[src/design/blob_moment_orientation_macros.svh]
// ---------------------------------------------------------------------------
// Assertion macros for blob_moment_orientation
// Shorthand for clocked checks, sampled on clk and disabled while in reset.
// ---------------------------------------------------------------------------
`ifndef BLOB_MOMENT_ORIENTATION_MACROS_SVH
`define BLOB_MOMENT_ORIENTATION_MACROS_SVH

// same-cycle implication
`define BMO_ASSERT_IMPL(lbl, ante, cons, msg) \
    lbl: assert property (@(posedge clk) disable iff (!rst_n) (ante) |-> (cons)) \
        else $error(msg);

// next-cycle implication
`define BMO_ASSERT_NEXT(lbl, ante, cons, msg) \
    lbl: assert property (@(posedge clk) disable iff (!rst_n) (ante) |=> (cons)) \
        else $error(msg);

`endif

[src/design/bmo_ram.sv]
// ---------------------------------------------------------------------------
// bmo_ram
// Generic simple dual-port RAM, one write and one registered read port.
// ---------------------------------------------------------------------------
module bmo_ram #(
    parameter int WIDTH = 8,
    parameter int DEPTH = 32,
    parameter int AW    = (DEPTH > 1) ? $clog2(DEPTH) : 1
) (
    input  logic             clk,
    input  logic             we,
    input  logic [AW-1:0]    waddr,
    input  logic [WIDTH-1:0] wdata,
    input  logic [AW-1:0]    raddr,
    output logic [WIDTH-1:0] rdata
);
    logic [WIDTH-1:0] mem [DEPTH];
    logic [WIDTH-1:0] rdata_reg;

    // read returns the old word on a same-address write
    always_ff @(posedge clk)
    begin
        if (we)
        begin
            mem[waddr] <= wdata;
        end
        rdata_reg <= mem[raddr];
    end

    assign rdata = rdata_reg;
endmodule

[config.mk]
export PLATFORM = sky130hd
export DESIGN_NAME = bmo_ram
export DESIGN_NICKNAME = d
export VERILOG_FILES = /design/src/design/blob_moment_orientation_macros.svh /design/src/design/bmo_ram.sv
export SDC_FILE = /design/constraint.sdc
export NUM_CORES = 1
export LEC_CHECK = 0
export BUFFER_PORTS_ARGS = -buffer_cell sky130_fd_sc_hd__buf_2
export CAP_MARGIN = 20
export CORE_ASPECT_RATIO = 1.2
export CORE_MARGIN = 4
export CORE_UTILIZATION = 40
export DETAILED_ROUTE_END_ITERATION = 16
export SLEW_MARGIN = 20
export SYNTH_ARGS = -nofsm -noshare
export SYNTH_HDL_FRONTEND = slang
export SYNTH_SLANG_ARGS = --single-unit
[constraint.sdc]
create_clock -name clk -period 1.9 [get_ports clk]
set_input_delay 0 -clock clk [delete_from_list [all_inputs] [get_ports clk]]
set_output_delay 0 -clock clk [all_outputs]
set_load 0.01 [all_outputs]
Word-level counts from Yosys, hierarchy flattened
Memory sizes are Yosys's and may differ from the RTL's. A register that Yosys moved wholly into a read port is not among the register bits.
Index checks and enable logic that the tools add are counted.
- multiplexer cells: 2
- operators by type and width (operator ; number):
    $mux 1 ; 2
- flip-flop bits (word level): 0
- memory bits (writable): 256
- bits of input ports: 20
- output and inout bits: 8
- memories: 1
- memories (memory ; words ; bits a word ; rd ports ; clocked after memory_dff ; write ports ; RTL line ; RTL):
    mem ; 32 ; 8 ; 1 ; 1 ; 1 ; bmo_ram.sv:17 ; logic [WIDTH-1:0] mem [DEPTH];

Longest topological paths before layout
- word-level depth: 2
- depth in mapped cells: 5
- mapped depth without buffers: 3

Worst setup path after synthesis
No wires, ideal clock.
- path kind: input-to-reg
- start: input raddr[2]
- end: register rdata_reg[0] (netlist: rdata[0]) (read register of mem)
- arrival time: 1682 ps
- setup slack: 98 ps
- stages: 5
- buffers on the path: 2
- cell sequence: clkbuf_1 -> clkbuf_1 -> mux4_2 -> mux4_2 -> mux2_2
- RTL lines (element ; RTL line ; RTL):
    start, declared ; bmo_ram.sv:14 ; input logic [AW-1:0] raddr,
    end, declared ; bmo_ram.sv:18 ; logic [WIDTH-1:0] rdata_reg;

==> flow_metrics.env <==
export IMPL_status="finished clean"
export IMPL_hold_end="mem[25][7]$_DFFE_PP_"
export IMPL_viasPerCell=5.32
export IMPL_ctsResizeCount=0
export IMPL_h_tree_depth=1
export IMPL_wl_met1_mm=8.22
export IMPL_seq_area_frac_synth=0.781
export IMPL_place_congestion=0.730
export IMPL_cts_root_buf="clkbuf_16"
export IMPL_setup_viol=0
export IMPL_final_area_um2=11700
export IMPL_largest_register_ffs=256
export IMPL_synth_cell_types=15
export IMPL_reg2regPathDepth=3
export IMPL_die_area_um2=27700
export IMPL_syn_area_per_cell_um2=24.1
export IMPL_port_buffer_count=27
export IMPL_cts_made_buffers=25
export IMPL_crit_fanout=1
export IMPL_post_cts_buffers=0
export IMPL_final_max_slew_viol_count=0
export IMPL_r2r_slack_ns=0.08
export IMPL_dr_max_layer_used="met4"
export IMPL_hold_start="wdata[7]"
export IMPL_grt_pass1_vias=4723
export IMPL_cts_buffer_depth=3
export IMPL_leakage_nw=3.70
export IMPL_layout_drive_gt1_share=0.385
export IMPL_route_met2_wl_mm=10.6
export IMPL_start_kind="flip-flop"
export IMPL_start_util=0.406
export IMPL_die_h_um=182
export IMPL_wirelength_mm=20.0
export IMPL_synth_cells=417
export IMPL_finalHoldViolCount=0
export IMPL_die_w_um=153
export IMPL_fin_crit_sh=0.960
export IMPL_num_rows=63
export IMPL_fill_cells=2035
export IMPL_total_power_mw=11.9
export IMPL_final_nets=513
export IMPL_worstPathRequired_ns=2.29
export IMPL_dr_pass1_iters=4
export IMPL_finClkSkew_ns=0.0128
export IMPL_slew_headroom=0.595
export IMPL_diodes=0
export IMPL_final_core_util=0.471
export IMPL_clock_latency_ns=0.51
export IMPL_worstMarginPinSlew_ns=0.608
export IMPL_hold_path_depth=1
export IMPL_syn2layout_area_growth_pct=16.1
export IMPL_ir_worst_vdd_v=0.000531
export IMPL_wl_per_cell_um=23.9
export IMPL_dp_hpwl_mm=13.0
export IMPL_clock_sinks=264
export IMPL_worst_ep_arrival_time_ns=2.22
export IMPL_io_pins=28
export IMPL_antenna_found_initial=0
export IMPL_critical_path_class="reg2reg"
export IMPL_core_um2=24800
export IMPL_synth_cell_area_um2=10100
export IMPL_cts_tree="done"
export IMPL_reg2reg_to="rdata[5]$_DFF_P_"
export IMPL_grt_pass1_wl_mm=30.3
export IMPL_cp_end_kind="flip-flop"
export IMPL_ant_nets=0
export IMPL_fmax_mhz=548
export IMPL_vias=4454
export IMPL_wl_met3_um=923
export IMPL_power_per_cell_area_nw_per_um2=1020
export IMPL_drtIter0Drc=361
export IMPL_overflow=0
export IMPL_clk_pin_slew_ns=0.06
export IMPL_drc=0
export IMPL_track_usage=0.146
export IMPL_cap_violations=0
export IMPL_postPlaceCellArea_um2=10900
export IMPL_r2r_start="mem[29][5]$_DFFE_PP_"
export IMPL_grt_start_max_net_pins=34
export IMPL_cts_hold_buf=1
export IMPL_fin_crit_ns=1.82
export IMPL_hp_class="in2reg"
export IMPL_yosys_warnings=0
export IMPL_ys_ff_latch=264
export IMPL_rsz0062_at_grt="no"
export IMPL_synth_nets=437
==> cell families (layout without fill, tap and decap cells) <==
| group | after synthesis | after routing | synth area share |
|---|---|---|---|
| AND/OR/NAND/NOR | 45 | 45 | 0.0207 |
| buffers and inverters | 20 | 115 | 0.0106 |
| multiplexers | 88 | 88 | 0.188 |
| flip-flops | 264 | 264 | 0.781 |
==> layout by cell type, fill, tap and decap left out <==
| cell | netlist | layout |
|---|---|---|
| inv_6 | 0 | 1 |
| clkinv_8 | 0 | 1 |
| nand2_1 | 1 | 1 |
| edfxtp_1 | 256 | 256 |
| clkbuf_16 | 0 | 25 |
| mux4_2 | 80 | 80 |
| clkinv_1 | 0 | 3 |
| mux2_2 | 8 | 8 |
| dfxtp_1 | 8 | 8 |
| nand3b_1 | 5 | 5 |
| buf_12 | 0 | 5 |
| clkinvlp_4 | 0 | 3 |
| buf_2 | 1 | 26 |
| clkbuf_1 | 6 | 5 |
| bufinv_16 | 0 | 2 |
| buf_4 | 6 | 37 |
| nor2_1 | 33 | 33 |
| or3b_2 | 3 | 3 |
| clkinv_2 | 0 | 5 |
| clkinv_4 | 0 | 1 |
| or3_1 | 1 | 1 |
| dlygate4sd3_1 | 0 | 1 |
| nand3_1 | 2 | 2 |
==> metrics by stage <==
stage          std cells  setup slack (ns)  hold slack [ns]  TNS [ns]
2_1_floorplan        417            0.0976           0.0989         0
3_3_place_gp         790           -0.0421            0.421    -0.132
3_5_place_dp         790           -0.0445            0.416    -0.138
4_1_cts              837            0.0399          0.00675         0
5_1_grt              837            0.0391           0.0150         0
6_report             837            0.0754           0.0121         0
==> final cells by class <==
| cell class | count | area [um^2] | area share |
|---|---|---|---|
| multi-input combinational | 133 | 2100 | 0.180 |
| sequential | 264 | 7850 | 0.673 |
| clock buffer | 30 | 644 | 0.0552 |
| tap | 325 | 407 | 0.0348 |
| timing repair buffer | 69 | 518 | 0.0444 |
| clock inverter | 16 | 153 | 0.0131 |
==> power breakdown <==
part / switching (mW) / internal [mW]
Combinational: 0.343 / 0.286
Clock: 2.02 / 2.72
Sequential: 0.0252 / 6.47
Total: 2.39 / 9.48
==> Yosys cell counts <==
master	n	area share
mux4_2	80	0.18
buf_2	1	0.00050
nand3_1	2	0.0010
buf_4	6	0.0045
nor2_1	33	0.012
edfxtp_1	256	0.76
buf_1	6	0.0022
dfxtp_1	8	0.016
buf_6	1	0.0011
nand2_1	1	0.00037
nand3b_1	5	0.0037
or3b_2	3	0.0026
or3_1	1	0.00062
clkbuf_1	6	0.0022
mux2_2	8	0.0090
==> layer usage <==
layer	vias up	GRT usage
met4	0	0.0321
met2	105	0.253
met3	21	0.0231
met1	2398	0.197
met5	-	0
li1	1930	-
==> critical path: stages (launching register included) <==
cell,delay (ns)
edfxtp_1,0.36
mux4_2,0.54
mux4_2,0.52
mux2_2,0.28
==> how the worst max path moves through the flow <==
stage / from / to / slack, ns / depth (start not counted)
3_5_place_dp: raddr[0] / rdata[5]$_DFF_P_ / -0.04 / 5
5_1_grt: mem[29][5]$_DFFE_PP_ / rdata[5]$_DFF_P_ / 0.04 / 3
3_3_place_gp: raddr[0] / rdata[6]$_DFF_P_ / -0.04 / 5
2_1_floorplan: raddr[2] / rdata[0]$_DFF_P_ / 0.1 / 5
4_1_cts: mem[29][5]$_DFFE_PP_ / rdata[5]$_DFF_P_ / 0.04 / 3
6_report: mem[29][5]$_DFFE_PP_ / rdata[5]$_DFF_P_ / 0.08 / 3
No activity file was read; power rests on OpenSTA's default activity.
