$ cat src/design/blob_moment_orientation_macros.svh
// ---------------------------------------------------------------------------
// Assertion macros for blob_moment_orientation
// Shorthand for clocked checks, sampled on clk and disabled while in reset.
// ---------------------------------------------------------------------------
`ifndef BLOB_MOMENT_ORIENTATION_MACROS_SVH
`define BLOB_MOMENT_ORIENTATION_MACROS_SVH

// same-cycle implication
`define BMO_ASSERT_IMPL(lbl, ante, cons, msg) \
    lbl: assert property (@(posedge clk) disable iff (!rst_n) (ante) |-> (cons)) \
        else $error(msg);

// next-cycle implication
`define BMO_ASSERT_NEXT(lbl, ante, cons, msg) \
    lbl: assert property (@(posedge clk) disable iff (!rst_n) (ante) |=> (cons)) \
        else $error(msg);

`endif

$ cat src/design/bmo_pkg.sv
// ---------------------------------------------------------------------------
// bmo_pkg
// Shared types and constants of the blob moment / orientation block.
// ---------------------------------------------------------------------------
package bmo_pkg;

    // moment arithmetic is modulo 2^64
    localparam int MOM_W = 64;
    typedef logic signed [MOM_W-1:0] mom_t;

    // angle accumulator, units of 2^-16 rad
    localparam int ZW = 21;
    typedef logic signed [ZW-1:0] zang_t;

    localparam int ANGLE_W      = 15;
    localparam int ANGLE_PI     = 205887;
    localparam int ANGLE_LIMIT  = 12868;
    localparam int CORDIC_STEPS = 17;
    localparam int STEP_W       = 5;

    localparam int LABEL_W = 5;
    localparam int CFG_W   = 24;
    localparam logic [CFG_W-1:0] MIN_SIZE_RESET = 24'd500;

    // normalization window for the vector magnitude
    localparam logic [MOM_W-1:0] NORM_TOP    = 64'h1000_0000_0000_0000; // 2^60
    localparam logic [MOM_W-1:0] NORM_LOW    = 64'h0200_0000_0000_0000; // 2^57
    localparam logic [MOM_W-1:0] NORM_COARSE = 64'h0002_0000_0000_0000; // 2^49

    // round(atan(2^-i) * 2^16)
    function automatic zang_t atan_entry(input logic [STEP_W-1:0] i);
        zang_t v;
        case (i)
            5'd0:    v = 21'sd51472;
            5'd1:    v = 21'sd30386;
            5'd2:    v = 21'sd16055;
            5'd3:    v = 21'sd8150;
            5'd4:    v = 21'sd4091;
            5'd5:    v = 21'sd2047;
            5'd6:    v = 21'sd1024;
            5'd7:    v = 21'sd512;
            5'd8:    v = 21'sd256;
            5'd9:    v = 21'sd128;
            5'd10:   v = 21'sd64;
            5'd11:   v = 21'sd32;
            5'd12:   v = 21'sd16;
            5'd13:   v = 21'sd8;
            5'd14:   v = 21'sd4;
            5'd15:   v = 21'sd2;
            5'd16:   v = 21'sd1;
            default: v = 21'sd0;
        endcase
        return v;
    endfunction

endpackage

$ cat src/design/bmo_angle.sv
// ---------------------------------------------------------------------------
// bmo_angle
// atan2(y, x) in Q3.12 radians: normalize, then 17 CORDIC vectoring steps.
// ---------------------------------------------------------------------------
module bmo_angle (
    input  logic                                  clk,
    input  logic                                  rst_n,
    input  logic                                  start,
    input  bmo_pkg::mom_t                         vec_y,
    input  bmo_pkg::mom_t                         vec_x,
    output logic                                  done,
    output logic signed [bmo_pkg::ANGLE_W-1:0]    angle
);
    import bmo_pkg::*;

    localparam logic [1:0] AS_IDLE = 2'd0;
    localparam logic [1:0] AS_NORM = 2'd1;
    localparam logic [1:0] AS_ROT  = 2'd2;
    localparam logic [1:0] AS_FIN  = 2'd3;

    localparam zang_t Z_PI   = ZW'(ANGLE_PI);
    localparam zang_t Z_LIM  = ZW'(ANGLE_LIMIT);
    localparam zang_t Z_NLIM = -Z_LIM;
    localparam logic [STEP_W-1:0] LAST_STEP = STEP_W'(CORDIC_STEPS - 1);

    logic [1:0]              state_reg, state_next;
    mom_t                    x_reg, x_next, y_reg, y_next;
    zang_t                   z_reg, z_next;
    logic [STEP_W-1:0]       step_reg, step_next;
    logic                    done_reg, done_next;
    logic signed [ANGLE_W-1:0] angle_reg, angle_next;

    logic [MOM_W-1:0] mag_x, mag_y, mag_max;
    mom_t             xs, ys;
    zang_t            z_rnd;

    // magnitude of the larger component
    assign mag_x   = x_reg[MOM_W-1] ? (~x_reg + 1'b1) : x_reg;
    assign mag_y   = y_reg[MOM_W-1] ? (~y_reg + 1'b1) : y_reg;
    assign mag_max = (mag_x > mag_y) ? mag_x : mag_y;

    assign xs    = x_reg >>> step_reg;
    assign ys    = y_reg >>> step_reg;
    assign z_rnd = (z_reg + ZW'(8)) >>> 4;

    // sequencer
    always_comb
    begin
        state_next = state_reg;
        x_next     = x_reg;
        y_next     = y_reg;
        z_next     = z_reg;
        step_next  = step_reg;
        done_next  = 1'b0;
        angle_next = angle_reg;
        case (state_reg)
            AS_IDLE:
            begin
                if (start)
                begin
                    x_next = vec_x;
                    y_next = vec_y;
                    if (vec_y == '0 && !vec_x[MOM_W-1])
                    begin
                        angle_next = '0;
                        done_next  = 1'b1;
                    end
                    else
                    begin
                        state_next = AS_NORM;
                    end
                end
            end
            AS_NORM:
            begin
                if (mag_max >= NORM_TOP)
                begin
                    x_next = x_reg >>> 1;
                    y_next = y_reg >>> 1;
                end
                else if (mag_max < NORM_COARSE)
                begin
                    x_next = x_reg <<< 8;
                    y_next = y_reg <<< 8;
                end
                else if (mag_max < NORM_LOW)
                begin
                    x_next = x_reg <<< 1;
                    y_next = y_reg <<< 1;
                end
                else
                begin
                    // fold the left half-plane onto the right
                    if (x_reg[MOM_W-1])
                    begin
                        z_next = y_reg[MOM_W-1] ? -Z_PI : Z_PI;
                        x_next = -x_reg;
                        y_next = -y_reg;
                    end
                    else
                    begin
                        z_next = '0;
                    end
                    step_next  = '0;
                    state_next = AS_ROT;
                end
            end
            AS_ROT:
            begin
                if (!y_reg[MOM_W-1])
                begin
                    x_next = x_reg + ys;
                    y_next = y_reg - xs;
                    z_next = z_reg + atan_entry(step_reg);
                end
                else
                begin
                    x_next = x_reg - ys;
                    y_next = y_reg + xs;
                    z_next = z_reg - atan_entry(step_reg);
                end
                if (step_reg == LAST_STEP)
                begin
                    state_next = AS_FIN;
                end
                else
                begin
                    step_next = step_reg + 1'b1;
                end
            end
            AS_FIN:
            begin
                if (z_rnd > Z_LIM)
                begin
                    angle_next = ANGLE_W'(Z_LIM);
                end
                else if (z_rnd < Z_NLIM)
                begin
                    angle_next = ANGLE_W'(Z_NLIM);
                end
                else
                begin
                    angle_next = ANGLE_W'(z_rnd);
                end
                done_next  = 1'b1;
                state_next = AS_IDLE;
            end
            default:
            begin
                state_next = AS_IDLE;
            end
        endcase
    end

    // control state
    always_ff @(posedge clk or negedge rst_n)
    begin
        if (!rst_n)
        begin
            state_reg <= AS_IDLE;
            step_reg  <= '0;
            done_reg  <= 1'b0;
        end
        else
        begin
            state_reg <= state_next;
            step_reg  <= step_next;
            done_reg  <= done_next;
        end
    end

    // datapath
    always_ff @(posedge clk)
    begin
        x_reg     <= x_next;
        y_reg     <= y_next;
        z_reg     <= z_next;
        angle_reg <= angle_next;
    end

    assign done  = done_reg;
    assign angle = angle_reg;
endmodule

$ cat config.mk
export PLATFORM = sky130hd
export DESIGN_NAME = bmo_angle
export DESIGN_NICKNAME = d
export VERILOG_FILES = /design/src/design/blob_moment_orientation_macros.svh /design/src/design/bmo_pkg.sv /design/src/design/bmo_angle.sv
export SDC_FILE = /design/constraint.sdc
export NUM_CORES = 2
export LEC_CHECK = 0
export BUFFER_PORTS_ARGS = -buffer_cell sky130_fd_sc_hd__buf_2
export CORE_MARGIN = 3
export CORE_UTILIZATION = 32
export CTS_CLUSTER_SIZE = 10
export DETAILED_ROUTE_END_ITERATION = 10
export PLACE_DENSITY = 0.45
export SLEW_MARGIN = 20
export SYNTH_ARGS = -nofsm -noshare
export SYNTH_HDL_FRONTEND = slang
export SYNTH_SLANG_ARGS = --single-unit
$ cat constraint.sdc
create_clock -name clk -period 25 [get_ports clk]
set_input_delay 7.5 -clock clk [delete_from_list [all_inputs] [get_ports clk]]
set_output_delay 7.5 -clock clk [all_outputs]
set_load 0.01 [all_outputs]
Yosys cells after proc, flatten, opt, wreduce, memory -nomap -nowiden
Memories as Yosys holds them, arrays and structs flattened. Index checks and enable logic that the tools add are counted.

Flip-flop bits (word level): 172. Bits in read-only memories: 1024. Bits of input ports: 131. Word-level logic and storage cells: 109. Memories kept: 2.

$add $sub $neg: 12. Order comparisons: 6. Eq/ne operators: 14. Shift operators: 2. Mux-type cells: 48. Bitwise logic cells: 2. Reductions and logical operators: 14.

Memory list: (no name shown) (words 32, bits a word 16, read ports 1, clocked after Yosys merged registers in 0, write ports 0, line bmo_pkg.sv:33) `case (i)`; (no name shown) (words 32, bits a word 16, read ports 1, clocked after Yosys merged registers in 0, write ports 0, line bmo_pkg.sv:33).

Operators by type and width (number): 2-to-1 mux 64 bit (15); case mux 64 bit (3 select lines) (2); 2-to-1 mux 21 bit (10); adder 64 x 1 -> 64 bit (second input constant) (2); adder 64 bit (2); negation 64 bit (2); NOT 64 bit (2); >>> shifter 64 x 5 -> 64 bit (2); subtractor 64 bit (2); greater-or-equal comparator 64 x 61 -> 1 bit (second input constant) (1); greater-than comparator 64 bit (1); zero test 64 bit (1); < comparator 64 x 50 -> 1 bit (second input constant) (1); < comparator 64 x 58 -> 1 bit (second input constant) (1); 2-to-1 mux 15 bit (4); case mux 21 bit (2 select lines) (1); case mux 15 bit (2 select lines) (1); adder 21 bit (1); adder 21 x 5 -> 21 bit (second input constant) (1); subtractor 21 bit (1); 2-to-1 mux 5 bit (4); greater-than comparator 17 x 15 -> 1 bit (second input constant) (1); < comparator 17 x 15 -> 1 bit (second input constant) (1); inequality test 2 bit (second input constant) (8); 20 further kinds (31).

Longest topological paths before layout
Depth in word-level cells: 10. Mapped depth: 32. Mapped depth without buffers: 25.

Worst setup path before layout
Ideal clock, no wire load.

Kind: input -> register. From: input start. To: register x_reg[0], enable pin. Library setup time: 653 ps. Arrival: 13803 ps. Data required time: 24347 ps. Path slack: 10544 ps. Cell stages on the path: 3. Path buffers: 0. Cell sequence: nand2b_1 o31ai_1 a21oi_1.

Longest elaborated chain between the ends: 2.

Ends and longest elaborated chain: start, declared (line bmo_angle.sv:8) `input logic start,`; inequality test 2 bit (no source line); AND reduction 3 bit (no source line); end signal, assigned (line bmo_angle.sv:175) `x_reg <= x_next;`; end, declared (line bmo_angle.sv:27) `mom_t x_reg, x_next, y_reg, y_next;`.

No other way between the ends. A chain may end at the register's enable or synchronous reset.

Final worst setup path
From: register y_reg[1]. To: register y_reg[40] (data pin).

Longest elaborated chain between the ends: 10. Elaborated cells on any way between the ends: 17. Classes of those cells: 4 x add/sub; 4 x order compare; 8 x mux; 1 x bitwise.

Ends and longest elaborated chain: start, declared (line bmo_angle.sv:27); start signal, assigned (line bmo_angle.sv:176) `y_reg <= y_next;`; NOT 64 bit (line bmo_angle.sv:39) `assign mag_y = y_reg[MOM_W-1] ? (~y_reg + 1'b1) : y_reg;`; adder 64 x 1 -> 64 bit (line bmo_angle.sv:39); 2-to-1 mux 64 bit (line bmo_angle.sv:39); greater-than comparator 64 bit (line bmo_angle.sv:40) `assign mag_max = (mag_x > mag_y) ? mag_x : mag_y;`; 2-to-1 mux 64 bit (line bmo_angle.sv:40); < comparator 64 x 58 -> 1 bit (line bmo_angle.sv:86) `else if (mag_max < NORM_LOW)`; 2-to-1 mux 64 bit (line bmo_angle.sv:86); 2-to-1 mux 64 bit (line bmo_angle.sv:81) `else if (mag_max < NORM_COARSE)`; 2-to-1 mux 64 bit (line bmo_angle.sv:76) `if (mag_max >= NORM_TOP)`; case mux 64 bit (3 select lines) * (line bmo_angle.sv:56) `case (state_reg)`; net y_next[40] (line bmo_angle.sv:27).

Mark *: on every way through the listed nets, which the timed path passes. The rest lies on a longest branch. The select of a mux whose other input is x is not followed.

==> results.md <==
- The later pin in the worst-skew pair is clocked with a latency of 0.59 ns.
- After detailed routing, the total wire length is 210000 µm.
- The largest net degree at the start of global routing is 127.
- Setup repair after global routing left no endpoint under its margin.
- During placement, the flow inserted port buffers numbering 146.
- The number of global-route vias before repair is 40800.
- The final-report hold violation count is 0.
- The core footprint is 0.122 mm².
- The register area is 0.00514 mm².
- For the worst setup path, the data arrival time is 11.65 ns.
- Counting every sink on the clock net gives 172.
- The synthesized design contains 164 enable-type register cells.
- The master cell of the clock root buffer is sky130_fd_sc_hd__clkbuf_16.
- Of all cell types, the one taking the most synthesized area is sky130_fd_sc_hd__edfxtp_1.
- The total global routing track utilization is 0.319.
- The total nets after synthesis is 5476.
- The die is 358 µm wide.
- The top cell types in the final layout, fill and taps aside, are sky130_fd_sc_hd__nand2_1, sky130_fd_sc_hd__nor2_1, sky130_fd_sc_hd__a21oi_1.
- The commonest register cell after synthesis is sky130_fd_sc_hd__edfxtp_1.
- The wire length of the first global-routing pass is 300000 µm.
- The signal on the critical path passes through inv_1 -> ha_1 -> nor3b_1 -> nand3_1 -> nor4_1 -> nand3_1 -> nor4_1 -> nand2b_1 -> xor2_1 -> ha_1 -> nand4_1 -> nor4b_1 -> nand2b_1 -> a21oi_1 -> o31ai_1 -> a22oi_1 -> buf_4 -> nand4b_1 -> nand2_4 -> nand2_1 -> o22ai_1 -> a221oi_1 -> a21oi_1.
- In this run the number of H-tree levels came out at 4.
- The count of nets left with antenna violations once routing finished came out at 0.
- The fraction of final layout cells with drive strength greater than 1 is 0.132.
- The via density per instance is 6.52.
- In this run the tightest slew margin relative to its limit is 0.149.
- The clock tree from TritonCTS is built.
- The count of routing violations after the opening detailed-route iteration is 5902.
- The data required time at the worst endpoint is 25.42 ns.
- The final weighted congestion in routability-driven placement is 1.01.
- Setup violations remaining at the end of the flow were counted as 0.
- After detailed routing, the average wire length per cell comes to 31.9 µm.
- The highest clock frequency the design can meet is 89.1 MHz.
- The first TritonRoute pass finished after 7 iterations.
- The synthesis-to-layout area growth is 6.55%.
- For this run, design rule violations remaining after detail routing come to 0.
- The die height is 358 µm.
- The post-CTS setup-driven buffer insertion count is 0.
- After legalization and detailed placement, the total HPWL measured 160000 µm.
- The path class of the tightest hold or removal check is reg -> reg.
- The count of cells resized by post-cts repair is 0.
- Once routing completed, OpenROAD measured the worst setup slack at 13.78 ns.
- On the critical path, the stage with the largest delay is an instance of sky130_fd_sc_hd__nand2_4.
- The final max-slew violation count is 0.
- The most common cell after layout, fill and taps aside is sky130_fd_sc_hd__nand2_1.
- 147 I/O pins were placed.
- The async set-reset flop share out of synthesis is 0.0465.
- The clock passes through at most 2 buffers.
- The clock period minus final worst setup slack is 11.22 ns.
- The number of antenna diodes in the final layout is 0.
- TritonCTS created 17 clock buffers.
- Counting flops and latches in the post-synthesis netlist gives 172.
- After clock tree synthesis, the clock-pin slew on the worst setup and hold paths is 0.10 ns.
- The initial antenna violation count is 9.
- STA classifies the critical path endpoint as a flop.
- In this run, distinct cell masters in the synthesized netlist total 103.
- The max-cap check violation count is 0.
- The critical path is of the reg -> reg type.
- The slew at the pin with the worst max-slew slack is 1.24 ns.
- The number of hold buffers added after cts is 0.
- The filler cells instantiated in the layout total 13100.
- Setup total negative slack on the finished layout was measured at 0 ns.
- Dividing the synthesized area by the synthesized cell count gives 7.76 µm².
- The sequential area share after synthesis is 0.129.
- The floorplan has 128 rows.
- The routed layout has 43000 vias.
- After technology mapping, the gate count stands at 5113.
- The worst setup path is launched from a flop.
- The biggest fanout along the worst timing path is 65.
- The initial cell density of the core is 0.324.
- The die outline area is 0.128 mm².
- Before CTS, the worst setup slack after placement is 14.19 ns.
- For the final database, setup skew stands at 0.0251 ns.
- The share of synthesized area in the top cell type comes to 0.124.
- The Yosys step of the flow raised 0 warnings.
- The synthesized cell area is 0.0397 mm².
- Of the available clock period, the critical path in the final layout requires 0.449.
- The area of the multi-input gates is 0.0323 mm².
- The net total in the final layout is 5319.
- The largest stage delay on the critical path is 1.04 ns.
- Global routing finished with a remaining overflow of 0.
- Yosys attributes the largest share of cell area to sky130_fd_sc_hd__edfxtp_1, sky130_fd_sc_hd__mux4_2, sky130_fd_sc_hd__ha_1.
- The flow ran to the end, and the final reports show no timing, DRC or antenna violations.
==> cells in the mapped netlist (46+ instances only) <==
library cell               count
sky130_fd_sc_hd__and2_1       46
sky130_fd_sc_hd__nand2_1     574
sky130_fd_sc_hd__nand4_1      62
sky130_fd_sc_hd__a211oi_1     63
sky130_fd_sc_hd__buf_2        67
sky130_fd_sc_hd__ha_1        229
sky130_fd_sc_hd__mux2i_1     242
sky130_fd_sc_hd__o21ai_0     257
sky130_fd_sc_hd__a21o_1       96
sky130_fd_sc_hd__nand3_1     121
sky130_fd_sc_hd__xnor2_1     253
sky130_fd_sc_hd__nor3_1       89
sky130_fd_sc_hd__clkbuf_1    308
sky130_fd_sc_hd__a21oi_1     431
sky130_fd_sc_hd__nand2b_1     49
sky130_fd_sc_hd__a31oi_1      76
sky130_fd_sc_hd__mux2_2       65
sky130_fd_sc_hd__nor2_1      460
sky130_fd_sc_hd__inv_1        93
sky130_fd_sc_hd__a222oi_1     63
sky130_fd_sc_hd__xor2_1      226
sky130_fd_sc_hd__or3_1        55
sky130_fd_sc_hd__mux4_2      185
sky130_fd_sc_hd__nor4_1       52
sky130_fd_sc_hd__o211ai_1     46
sky130_fd_sc_hd__edfxtp_1    164
sky130_fd_sc_hd__buf_1        56
==> cells by family (layout without fill, tap and decap cells) <==
kind of cell | Yosys count | count (layout) | synth area share
flip-flops | 172 | 172 | 0.129
AO/OA/AOI/OAI | 1462 | 1462 | 0.240
multiplexers | 492 | 492 | 0.185
adder cells (fa/ha/maj) | 232 | 232 | 0.0737
XOR/XNOR | 479 | 479 | 0.106
buffers and inverters | 558 | 414 | 0.0600
AND/OR/NAND/NOR | 1718 | 1718 | 0.207
==> final timing paths <==
kind	start	cells past startpoint	slack, ns	to
worst max register to register	y_reg[1]	23	13.78	y_reg[40]
worst min-delay path	state_reg[0]	2	0.72	state_reg[0]
max in group asynchronous	rst_n	1	17.98	step_reg[3]
min in group asynchronous	rst_n	1	6.77	state_reg[0]
worst max-delay path	y_reg[1]	23	13.78	y_reg[40]
worst min register to register	state_reg[0]	2	0.72	state_reg[0]
==> through the flow <==
stage	utilization	hold WS, ns	instance area, µm²	std cells
2_1_floorplan	-	0.580	39700	5113
3_3_place_gp	0.340	0.700	41600	6561
3_5_place_dp	0.340	0.703	41600	6562
4_1_cts	0.345	0.722	42300	6594
5_1_grt	0.345	0.766	42300	6594
6_report	0.345	0.721	42300	6594
==> final cells by class <==
cell class / instances / share of cell area
clock buffer: 17 / 0.0101
clock inverter: 15 / 0.00482
inverter: 97 / 0.00873
multi-input combinational: 4383 / 0.764
sequential: 172 / 0.122
tap: 1625 / 0.0481
timing repair buffer: 285 / 0.0429
==> routing by layer <==
| metal | up-vias | share of wire | track usage |
|---|---|---|---|
| met4 | 4 | 0.058 | 0.162 |
| met2 | 2627 | 0.42 | 0.467 |
| met3 | 469 | 0.11 | 0.0876 |
| met1 | 21000 | 0.41 | 0.428 |
| met5 | - | 0.00015 | 0 |
| li1 | 19000 | - | - |
==> critical path, delay by kind of cell, from the launching register on <==
family / cells / cell delay [ns]
compound gates: 6 / 1.60
fa+ha+maj: 2 / 0.43
buf+inv: 2 / 0.45
flops: 1 / 0.57
simple gates: 12 / 7.66
xor+xnor: 1 / 0.31
Power is not shown: default switching activity piles up to over one toggle a cycle in this logic, so the estimate is an artifact.
